File: src/stepper_speed_ramp_timer_period_macros.svh
// Assertion macros for the stepper speed ramp block.
// Used by the controller; no other dependencies.
`ifndef STEPPER_SPEED_RAMP_TIMER_PERIOD_MACROS_SVH
`define STEPPER_SPEED_RAMP_TIMER_PERIOD_MACROS_SVH

// same-cycle implication
`define SSPT_ASSERT_IMP(label, clk, rst, ante, cons, msg) \
  label: assert property (@(posedge clk) disable iff (rst) (ante) |-> (cons)) \
    else $error(msg);

// next-cycle implication
`define SSPT_ASSERT_NXT(label, clk, rst, ante, cons, msg) \
  label: assert property (@(posedge clk) disable iff (rst) (ante) |=> (cons)) \
    else $error(msg);

`endif

File: src/sspt_pkg.sv
// Shared types and constants for the stepper speed ramp block.
// No dependencies.
package sspt_pkg;

  localparam int SPEED_W = 16;
  localparam int COEF_W  = 24;
  localparam int COUNT_W = 32;
  localparam int MOTOR_W = 3;
  localparam int CFG_IDX_W = 2;
  localparam int CFG_DAT_W = 24;

  // shared divider: dividend 2*coef+speed, divisor up to 2*speed
  localparam int DIV_W = 26;
  localparam int DVS_W = 17;
  localparam int REM_W = 18;
  localparam int CNT_W = 5;
  localparam int PER_W = 25;
  localparam int PRE_W = 9;

  localparam logic [CFG_IDX_W-1:0] REG_RAMP_STEP     = 2'd0;
  localparam logic [CFG_IDX_W-1:0] REG_RAMP_INTERVAL = 2'd1;
  localparam logic [CFG_IDX_W-1:0] REG_PERIOD_COEF   = 2'd2;

  localparam logic [SPEED_W-1:0] RST_RAMP_STEP     = 16'd1;
  localparam logic [SPEED_W-1:0] RST_RAMP_INTERVAL = 16'd10;
  localparam logic [COEF_W-1:0]  RST_PERIOD_COEF   = 24'd337500;

  typedef struct packed {
    logic in_ready;
    logic accept;
    logic eval;
    logic div1_load;
    logic div2_load;
    logic div_step;
    logic emit;
  } cmd_t;

  typedef struct packed {
    logic in_valid;
    logic in_scan;
    logic motor_ok;
    logic need_timer;
    logic div_last;
    logic out_free;
  } sts_t;

endpackage

File: src/sspt_if.sv
// Channel interfaces: input words, result words, configuration writes.
// Depends on sspt_pkg.
interface sspt_item_if;
  import sspt_pkg::*;
  logic               valid;
  logic               ready;
  logic               command;
  logic [MOTOR_W-1:0] motor;
  logic               enable;
  logic [SPEED_W-1:0] target_speed;
  logic               scan_end;
  modport source (output valid, command, motor, enable, target_speed, scan_end,
                  input ready);
  modport sink (input valid, command, motor, enable, target_speed, scan_end,
                output ready);
endinterface

interface sspt_result_if;
  import sspt_pkg::*;
  logic               valid;
  logic               ready;
  logic [MOTOR_W-1:0] motor_out;
  logic               timer_on;
  logic [SPEED_W-1:0] speed_now;
  logic               timer_updated;
  logic [SPEED_W-1:0] reload_value;
  logic [SPEED_W-1:0] prescale_value;
  logic [SPEED_W-1:0] compare_value;
  modport source (output valid, motor_out, timer_on, speed_now, timer_updated,
                  reload_value, prescale_value, compare_value, input ready);
  modport sink (input valid, motor_out, timer_on, speed_now, timer_updated,
                reload_value, prescale_value, compare_value, output ready);
endinterface

interface sspt_cfg_if;
  import sspt_pkg::*;
  logic                 valid;
  logic                 ready;
  logic [CFG_IDX_W-1:0] index;
  logic [CFG_DAT_W-1:0] data;
  modport source (output valid, index, data, input ready);
  modport sink (input valid, index, data, output ready);
endinterface

File: src/sspt_datapath.sv
// Datapath: config registers, speed store, interval counter, ramp logic,
// shared bit-serial divider and output register. Depends on sspt_pkg, sspt_if.
module sspt_datapath #(
  parameter int MOTOR_COUNT = 5
) (
  input  logic            clk,
  input  logic            rst,
  sspt_item_if.sink       item,
  sspt_result_if.source   result,
  sspt_cfg_if.sink        cfg,
  input  sspt_pkg::cmd_t  cmd,
  output sspt_pkg::sts_t  sts
);
  import sspt_pkg::*;

  localparam int IW = (MOTOR_COUNT > 1) ? $clog2(MOTOR_COUNT) : 1;

  logic [SPEED_W-1:0] ramp_step;
  logic [SPEED_W-1:0] ramp_interval;
  logic [COEF_W-1:0]  period_coef;

  logic [SPEED_W-1:0] speed_store [MOTOR_COUNT];
  logic [COUNT_W-1:0] interval_count;
  logic               adjusted;

  logic [MOTOR_W-1:0] it_motor;
  logic               it_enable;
  logic [SPEED_W-1:0] it_target;
  logic               it_end;

  logic               res_on;
  logic               res_upd;
  logic [SPEED_W-1:0] res_speed;
  logic [PRE_W-1:0]   res_pre;

  logic [DIV_W-1:0]   d_q;
  logic [REM_W-2:0]   d_rem;
  logic [DVS_W-1:0]   d_div;
  logic [CNT_W-1:0]   d_cnt;

  logic               out_valid;

  logic               motor_ok;
  logic [IW-1:0]      idx;
  logic [SPEED_W-1:0] cur;
  logic               ramp_ok;
  logic [SPEED_W:0]   up;
  logic [SPEED_W-1:0] up_c;
  logic [SPEED_W-1:0] dn;
  logic [SPEED_W-1:0] dn_c;
  logic [SPEED_W-1:0] new_speed;
  logic               adj;
  logic               need_timer;
  logic               adj_any;
  logic [REM_W-1:0]   rem_sh;
  logic               ge;
  logic [PER_W-1:0]   per;
  logic [SPEED_W-1:0] per2;

  assign item.ready = cmd.in_ready && !rst;
  assign cfg.ready  = !rst;

  assign motor_ok = (32'(it_motor) < MOTOR_COUNT);
  assign idx      = IW'(it_motor);

  always_comb begin
    cur     = motor_ok ? speed_store[idx] : '0;
    ramp_ok = (cur != it_target) && (interval_count > 32'(ramp_interval));
    up      = {1'b0, cur} + {1'b0, ramp_step};
    up_c    = (up > {1'b0, it_target}) ? it_target : up[SPEED_W-1:0];
    dn      = (cur >= ramp_step) ? cur - ramp_step : '0;
    dn_c    = (dn < it_target) ? it_target : dn;
    adj     = 1'b0;
    if (!it_enable) begin
      new_speed = '0;
    end else if (ramp_ok) begin
      new_speed = (cur < it_target) ? up_c : dn_c;
      adj       = 1'b1;
    end else begin
      new_speed = cur;
    end
    need_timer = adj && (new_speed != '0);
    adj_any    = adjusted | (motor_ok & adj);
  end

  always_comb begin
    rem_sh = {d_rem, d_q[DIV_W-1]};
    ge     = (rem_sh >= {1'b0, d_div});
    per    = (d_q[PER_W-1:0] == '0) ? PER_W'(1) : d_q[PER_W-1:0];
    per2   = d_q[SPEED_W-1:0];
  end

  assign sts.in_valid   = item.valid;
  assign sts.in_scan    = item.command;
  assign sts.motor_ok   = motor_ok;
  assign sts.need_timer = need_timer;
  assign sts.div_last   = (d_cnt == CNT_W'(DIV_W - 1));
  assign sts.out_free   = !out_valid || result.ready;

  // config and control state
  always_ff @(posedge clk) begin
    if (rst) begin
      ramp_step      <= RST_RAMP_STEP;
      ramp_interval  <= RST_RAMP_INTERVAL;
      period_coef    <= RST_PERIOD_COEF;
      interval_count <= '0;
      adjusted       <= 1'b0;
      out_valid      <= 1'b0;
      for (int i = 0; i < MOTOR_COUNT; i++) begin
        speed_store[i] <= '0;
      end
    end else begin
      if (cfg.valid) begin
        unique case (cfg.index)
          REG_RAMP_STEP:     ramp_step     <= cfg.data[SPEED_W-1:0];
          REG_RAMP_INTERVAL: ramp_interval <= cfg.data[SPEED_W-1:0];
          REG_PERIOD_COEF:   period_coef   <= cfg.data[COEF_W-1:0];
          default: ;
        endcase
      end
      if (cmd.accept && !item.command && (interval_count != '1)) begin
        interval_count <= interval_count + COUNT_W'(1);
      end
      if (cmd.eval) begin
        if (motor_ok) begin
          speed_store[idx] <= new_speed;
        end
        if (it_end) begin
          if (adj_any) begin
            interval_count <= '0;
          end
          adjusted <= 1'b0;
        end else begin
          adjusted <= adj_any;
        end
      end
      if (cmd.emit) begin
        out_valid <= 1'b1;
      end else if (result.ready) begin
        out_valid <= 1'b0;
      end
    end
  end

  // payload
  always_ff @(posedge clk) begin
    if (cmd.accept) begin
      it_motor  <= item.motor;
      it_enable <= item.enable;
      it_target <= item.target_speed;
      it_end    <= item.scan_end;
    end
    if (cmd.eval) begin
      res_on    <= it_enable && (new_speed != '0);
      res_upd   <= need_timer;
      res_speed <= new_speed;
    end
    if (cmd.div1_load) begin
      d_q   <= {1'b0, period_coef, 1'b0} + DIV_W'(new_speed);
      d_div <= {new_speed, 1'b0};
      d_rem <= '0;
      d_cnt <= '0;
    end else if (cmd.div2_load) begin
      res_pre <= per[PER_W-1:SPEED_W];
      d_q     <= DIV_W'(per);
      d_div   <= DVS_W'(per[PER_W-1:SPEED_W]) + DVS_W'(1);
      d_rem   <= '0;
      d_cnt   <= '0;
    end else if (cmd.div_step) begin
      d_rem <= ge ? (rem_sh[REM_W-2:0] - d_div[REM_W-2:0]) : rem_sh[REM_W-2:0];
      d_q   <= {d_q[DIV_W-2:0], ge};
      d_cnt <= d_cnt + CNT_W'(1);
    end
    if (cmd.emit) begin
      result.motor_out      <= it_motor;
      result.timer_on       <= res_on;
      result.speed_now      <= res_speed;
      result.timer_updated  <= res_upd;
      result.reload_value   <= res_upd ? per2 - SPEED_W'(1) : '0;
      result.prescale_value <= res_upd ? SPEED_W'(res_pre) : '0;
      result.compare_value  <= res_upd ? {1'b0, per2[SPEED_W-1:1]} : '0;
    end
  end

  assign result.valid = out_valid;

endmodule

File: src/sspt_ctrl.sv
// Controller FSM: sequences accept, ramp evaluation, two divisions, result.
// Depends on sspt_pkg and the assertion macro header.
module sspt_ctrl (
  input  logic            clk,
  input  logic            rst,
  input  sspt_pkg::sts_t  sts,
  output sspt_pkg::cmd_t  cmd
);
  import sspt_pkg::*;
  `include "stepper_speed_ramp_timer_period_macros.svh"

  localparam logic [2:0] S_IDLE = 3'd0;
  localparam logic [2:0] S_EVAL = 3'd1;
  localparam logic [2:0] S_DIV1 = 3'd2;
  localparam logic [2:0] S_MID  = 3'd3;
  localparam logic [2:0] S_DIV2 = 3'd4;
  localparam logic [2:0] S_EMIT = 3'd5;

  logic [2:0] state;
  logic [2:0] state_next;

  always_comb begin
    cmd        = '0;
    state_next = state;
    unique case (state)
      S_IDLE: begin
        cmd.in_ready = 1'b1;
        if (sts.in_valid) begin
          cmd.accept = 1'b1;
          if (sts.in_scan) state_next = S_EVAL;
        end
      end
      S_EVAL: begin
        cmd.eval = 1'b1;
        if (!sts.motor_ok) begin
          state_next = S_IDLE;
        end else if (sts.need_timer) begin
          cmd.div1_load = 1'b1;
          state_next    = S_DIV1;
        end else begin
          state_next = S_EMIT;
        end
      end
      S_DIV1: begin
        cmd.div_step = 1'b1;
        if (sts.div_last) state_next = S_MID;
      end
      S_MID: begin
        cmd.div2_load = 1'b1;
        state_next    = S_DIV2;
      end
      S_DIV2: begin
        cmd.div_step = 1'b1;
        if (sts.div_last) state_next = S_EMIT;
      end
      S_EMIT: begin
        if (sts.out_free) begin
          cmd.emit   = 1'b1;
          state_next = S_IDLE;
        end
      end
      default: state_next = S_IDLE;
    endcase
  end

  always_ff @(posedge clk) begin
    if (rst) begin
      state <= S_IDLE;
    end else begin
      state <= state_next;
    end
  end

  `SSPT_ASSERT_IMP(a_emit_free, clk, rst, cmd.emit, sts.out_free, "result overwritten")
  `SSPT_ASSERT_IMP(a_eval_after_idle, clk, rst, state == S_EVAL, $past(state) == S_IDLE, "bad eval entry")
  `SSPT_ASSERT_NXT(a_div1_to_mid, clk, rst, (state == S_DIV1) && sts.div_last, state == S_MID, "divider overrun")

endmodule

File: src/stepper_speed_ramp_timer_period.sv
// Stepper speed ramp with step timer setup. A tick word is taken every cycle while
// idle. A scan word for a motor out of range gives no result; any other goes to the
// output register after ramp evaluation, with a timer update only after two 26-step
// passes of the shared bit-serial divider and a load state between them. Handoff
// waits for a free output register; the next word is accepted the cycle after it.
// Synchronous reset: speeds and counter cleared, registers at their defaults.
module stepper_speed_ramp_timer_period #(
  parameter int MOTOR_COUNT = 5
) (
  input logic           clk,
  input logic           rst,
  sspt_item_if.sink     item,
  sspt_result_if.source result,
  sspt_cfg_if.sink      cfg
);
  import sspt_pkg::*;

  cmd_t cmd;
  sts_t sts;

  sspt_ctrl u_ctrl (
    .clk (clk),
    .rst (rst),
    .sts (sts),
    .cmd (cmd)
  );

  sspt_datapath #(.MOTOR_COUNT(MOTOR_COUNT)) u_datapath (
    .clk    (clk),
    .rst    (rst),
    .item   (item),
    .result (result),
    .cfg    (cfg),
    .cmd    (cmd),
    .sts    (sts)
  );

endmodule

File: src/flat_wrapper.sv
// flat-port wrapper written by rule: the top's interface ports become plain ports
module stepper_speed_ramp_timer_period_flat import sspt_pkg::*;
#(
  parameter int MOTOR_COUNT = 5
)
  (clk, rst, item_valid, item_command, item_motor, item_enable, item_target_speed, item_scan_end, item_ready, result_valid, result_motor_out, result_timer_on, result_speed_now, result_timer_updated, result_reload_value, result_prescale_value, result_compare_value, result_ready, cfg_valid, cfg_index, cfg_data, cfg_ready);
  sspt_item_if item_i ();
  sspt_result_if result_i ();
  sspt_cfg_if cfg_i ();
  input logic clk;
  input logic rst;
  input wire logic [$bits(item_i.valid)-1:0] item_valid;
  input wire logic [$bits(item_i.command)-1:0] item_command;
  input wire logic [$bits(item_i.motor)-1:0] item_motor;
  input wire logic [$bits(item_i.enable)-1:0] item_enable;
  input wire logic [$bits(item_i.target_speed)-1:0] item_target_speed;
  input wire logic [$bits(item_i.scan_end)-1:0] item_scan_end;
  output wire logic [$bits(item_i.ready)-1:0] item_ready;
  output wire logic [$bits(result_i.valid)-1:0] result_valid;
  output wire logic [$bits(result_i.motor_out)-1:0] result_motor_out;
  output wire logic [$bits(result_i.timer_on)-1:0] result_timer_on;
  output wire logic [$bits(result_i.speed_now)-1:0] result_speed_now;
  output wire logic [$bits(result_i.timer_updated)-1:0] result_timer_updated;
  output wire logic [$bits(result_i.reload_value)-1:0] result_reload_value;
  output wire logic [$bits(result_i.prescale_value)-1:0] result_prescale_value;
  output wire logic [$bits(result_i.compare_value)-1:0] result_compare_value;
  input wire logic [$bits(result_i.ready)-1:0] result_ready;
  input wire logic [$bits(cfg_i.valid)-1:0] cfg_valid;
  input wire logic [$bits(cfg_i.index)-1:0] cfg_index;
  input wire logic [$bits(cfg_i.data)-1:0] cfg_data;
  output wire logic [$bits(cfg_i.ready)-1:0] cfg_ready;
  assign item_i.valid = item_valid;
  assign item_i.command = item_command;
  assign item_i.motor = item_motor;
  assign item_i.enable = item_enable;
  assign item_i.target_speed = item_target_speed;
  assign item_i.scan_end = item_scan_end;
  assign item_ready = item_i.ready;
  assign result_valid = result_i.valid;
  assign result_motor_out = result_i.motor_out;
  assign result_timer_on = result_i.timer_on;
  assign result_speed_now = result_i.speed_now;
  assign result_timer_updated = result_i.timer_updated;
  assign result_reload_value = result_i.reload_value;
  assign result_prescale_value = result_i.prescale_value;
  assign result_compare_value = result_i.compare_value;
  assign result_i.ready = result_ready;
  assign cfg_i.valid = cfg_valid;
  assign cfg_i.index = cfg_index;
  assign cfg_i.data = cfg_data;
  assign cfg_ready = cfg_i.ready;
  stepper_speed_ramp_timer_period #(.MOTOR_COUNT(MOTOR_COUNT)) u_core (.clk(clk), .rst(rst), .item(item_i), .result(result_i), .cfg(cfg_i));
endmodule
File: config.mk
export PLATFORM = sky130hd
export DESIGN_NAME = stepper_speed_ramp_timer_period_flat
export DESIGN_NICKNAME = d
export VERILOG_FILES = /design/src/sspt_pkg.sv /design/src/sspt_if.sv /design/src/sspt_datapath.sv /design/src/sspt_ctrl.sv /design/src/stepper_speed_ramp_timer_period.sv /design/src/flat_wrapper.sv
export VERILOG_INCLUDE_DIRS = /design/src /design/src/src
export SDC_FILE = /design/constraint.sdc
export NUM_CORES = 1
export LEC_CHECK = 0
export ABC_AREA = 0
export BUFFER_PORTS_ARGS = -buffer_cell sky130_fd_sc_hd__buf_2
export CAP_MARGIN = 20
export CORE_ASPECT_RATIO = 0.9
export CORE_MARGIN = 1.5
export CORE_UTILIZATION = 35
export CTS_BUF_LIST = sky130_fd_sc_hd__clkbuf_4 sky130_fd_sc_hd__clkbuf_8
export DETAILED_ROUTE_END_ITERATION = 6
export PLACE_DENSITY_LB_ADDON = 0.05
export SYNTH_ARGS = -nofsm -noshare
export SYNTH_HDL_FRONTEND = slang
export SYNTH_SLANG_ARGS = --single-unit
export TNS_END_PERCENT = 100
File: constraint.sdc
create_clock -name clk -period 13.1 [get_ports clk]
set_input_delay 1.965 -clock clk [delete_from_list [all_inputs] [get_ports clk]]
set_output_delay 1.965 -clock clk [all_outputs]
set_load 0.01 [all_outputs]
==> impl_metrics.yaml <==
timing:
  tightest_slew_ns: 1.069
  clock_skew_ns: 0.02801
  finalSetupViolations: 0
  setup_ws_ns: 1.530
  rsz0062_at_grt: "no"
  slew_headroom_pct: 28.75
  finalSetupTns_ns: 0
  finalHoldViolCount: 0
  period_needed_ns: 11.57
  drv_slew: 0
  fmax_mhz: 86.43
  fin_crit_sh_pct: 88.32
yosys:
  netlist_area_mm2: 0.02231
  post_synth.cell_area_avg_um2: 10.37
  async_flop_share_pct: 0
  yosysSeqAreaShare_pct: 48.23
  synth_top_flop_cell: "edfxtp_1"
  synth_edf_count: 279
  ys_ff_latch: 398
  syn_inst: 2152
  ys_types: 100
  ys_warn_count: 0
routing:
  route.detailed.drc: 2
  vias: 17090
  drtIter0Drc: 1237
  ant_nets: 0
  viasPerCell: 5.310
  wl_per_cell_um: 22.84
  dr.pass1.iters: 7
  routed_wl_mm: 73.53
setup_path:
  crit_path_end: "u_core.u_datapath.d_q[19]"
  cp.arrival_ns: 11.94
  start_kind: "register"
  reg2reg_to: "u_core.u_datapath.d_q[19]"
  crit_path_frequent_cell: "nor2_1"
  critPathMaxStageDelay_ns: 0.88
  reg2reg_depth: 36
  r2r_setup_slack_ns: 1.53
  crit_type: "register to register"
  crit_fanout: 22
  cpMaxStageDelayCell: "dfxtp_2"
  cp_data_required_time_ns: 13.47
  endpoint_kind: "register"
die:
  die-height_um: 242.5
  die_x_um: 269.1
  die_area_mm2: 0.06528
  io_pins: 125
  core_mm2: 0.06281
  initial_core_util_pct: 35.52
  rows: 87
global_route:
  grt_pass1_wl_mm: 109.3
  globalRouteOverflowTotal: 0
  grt_max_degree: 53
  grt_pass1_vias: 16880
  antenna_found_initial: 1
  grt_use_total_pct: 22.31
final_layout:
  fillers: 6294
  drive_above_1_share_pct: 15.93
  final_nets: 2510
  area_delta_synth_final_pct: 14.62
power_and_ir_drop:
  p_per_area_mw_per_mm2: 172.1
  power_mw: 4.401
  p_leak_nw: 10.13
  ir_worst_vdd_uv: 105.6
clocking:
  clk_path_buf_depth: 3
  htreeDepth: 3
  clkSinkCount: 398
  cts_inserted_buffers: 72
  post_cts_resized: 0
  clk_pin_slew_ns: 0.06
  cts_setup_buffers: 0
  ctsHoldBuffers: 0
  clk-insertion-delay-late_ns: 0.65
  cts_tree: "done"
  clockRootBuffer: "clkbuf_8"
job:
  cap_violations: 0
placed_design:
  port_buffers: 116
  hpwl_mm: 54.20
  dp_slack_ns: 1.639
  gp_congestion: 0.9442
worst_hold_path:
  hold_path.class: "register to register"
outcome:
  status: "finished with violations"
  violations: "design-rule violations"
synth_stat cells, types with 5 or more instances:
master	count	area [µm²]
edfxtp_1	279	8378
nand2_1	233	874.6
nor2_1	227	852.1
ha_1	135	1689
a21oi_1	134	670.6
inv_1	125	469.2
dfxtp_1	119	2382
clkbuf_1	81	304.0
o21ai_0	60	300.3
xnor2_1	60	525.5
nand3_1	58	290.3
nor3_1	52	260.3
and2_1	46	287.8
mux2i_1	45	450.4
xor2_1	42	367.9
nand4_1	36	225.2
mux4_2	31	698.2
a21o_1	24	180.2
o211ai_1	21	157.7
a2111oi_2	18	270.3
nor2b_1	18	112.6
nor4_1	18	112.6
and3_1	16	100.1
a211oi_1	15	112.6
a31oi_1	12	75.07
nand2b_1	12	75.07
a21boi_0	10	75.07
buf_2	10	50.05
buf_4	10	75.07
o21a_1	10	75.07
o31ai_1	10	75.07
nand3b_1	9	67.56
or3_1	9	56.30
buf_1	8	30.03
o211ai_2	8	100.1
or2_2	8	50.05
o22ai_1	7	43.79
and4_1	6	52.55
mux2_2	6	67.56
o21ai_1	6	30.03
o21bai_1	6	45.04
o41ai_1	6	52.55
a2111oi_0	5	43.79
o2111ai_1	5	43.79
placed cells by master, fill, tap and decap left out, types with 21 or more instances in the layout:
cell type  instances
o211ai_1          21
xnor2_1           60
a21oi_1          133
clkbuf_8          83
ha_1             135
nand4_1           36
nor3_1            51
buf_2            117
nor2_1           226
clkbuf_4          21
mux2i_1           45
conb_1            56
dfxtp_1          118
buf_4             30
xor2_1            42
inv_1            125
mux4_2            31
edfxtp_1         279
nand3_1           58
nand2_1          233
o21ai_0           60
a21o_1            24
and2_1            46
metal layers:
metal  track usage, %  vias up  share of wire (%)
met5                0        -                  0
met4            7.178        0                3.0
met3            5.025      118                6.3
met2            34.45      497                 44
met1            30.88     8367                 47
li1                 -     8110                  -
registers in the layout, summed over array words and instances, names as in the netlist, 15 cells and up, named ones only:
| name | cells |
|---|---|
| u_core.u_datapath.d_q | 26 |
| u_core.u_datapath.result.compare_value | 15 |
| u_core.u_datapath.it_target | 16 |
| u_core.u_datapath.result.speed_now | 16 |
| u_core.u_datapath.ramp_step | 16 |
| u_core.u_datapath.interval_count | 32 |
| u_core.u_datapath.d_div | 17 |
| u_core.u_datapath.res_speed | 16 |
| u_core.u_datapath.period_coef | 24 |
| u_core.u_datapath.ramp_interval | 16 |
| u_core.u_datapath.d_rem | 17 |
| u_core.u_datapath.speed_store | 128 |
| u_core.u_datapath.result.reload_value | 16 |
stage by stage:
stage                     area [µm²]  hold slack [ns]  utilization, %  instances
final                          25580           0.4112           40.72       3219
after global routing           25580           0.4275           40.72       3219
after CTS                      25470           0.4157           40.55       3214
after detailed placement       23940           0.4138           38.11       3087
after global placement         23930           0.4084           38.10       3086
after floorplan                22520           0.4003               -       2207
worst min path at each step:
stage | from | endpoint | cells after the start
global placement | u_core.u_datapath.res_speed[12] | u_core.u_datapath.result.speed_now[12] | 0
detailed placement | u_core.u_datapath.res_speed[8] | u_core.u_datapath.result.speed_now[8] | 0
finish | u_core.u_datapath.res_speed[8] | u_core.u_datapath.result.speed_now[8] | 0
CTS | u_core.u_datapath.res_speed[8] | u_core.u_datapath.result.speed_now[8] | 0
global route | u_core.u_datapath.res_speed[10] | u_core.u_datapath.result.speed_now[10] | 0
floorplan | u_core.u_datapath.res_speed[0] | u_core.u_datapath.result.speed_now[0] | 0
worst max-delay path: cells and delay by family, from the launching register on:
kind | cells | cell delay, ns
XOR/XNOR | 1 | 0.17
multiplexers | 2 | 0.81
AO/OA/AOI/OAI | 18 | 5.65
buffers and inverters | 3 | 0.73
AND/OR/NAND/NOR | 8 | 1.57
adder cells (fa/ha/maj) | 4 | 1.44
flip-flops | 1 | 0.88
final cells by class:
type                    instances  area (µm²)  share of cell area (%)
diodes                          1       2.502                0.009784
clock buffers                 104        1300                   5.083
clock inverters                23       234.0                  0.9148
inverters                     127       476.7                   1.864
multi-input cells            1570       10830                   42.35
flip-flops and latches        398       10760                   42.08
well taps                     845        1057                   4.134
repair buffers                151       913.4                   3.571
power breakdown:
part	internal, mW	switching (mW)
combinational	0.571	0.996
clock	0.735	0.538
sequential	1.47	0.0884
cells by family after synthesis:
kind of cell,synth area share (%)
XOR/XNOR,4.004
AO/OA/AOI/OAI,13.60
AND/OR/NAND/NOR,16.48
other,0.01681
buffers and inverters,4.346
adder cells (fa/ha/maj),7.750
flip-flops,48.23
multiplexers,5.585
(Power assumes the default switching activity.)
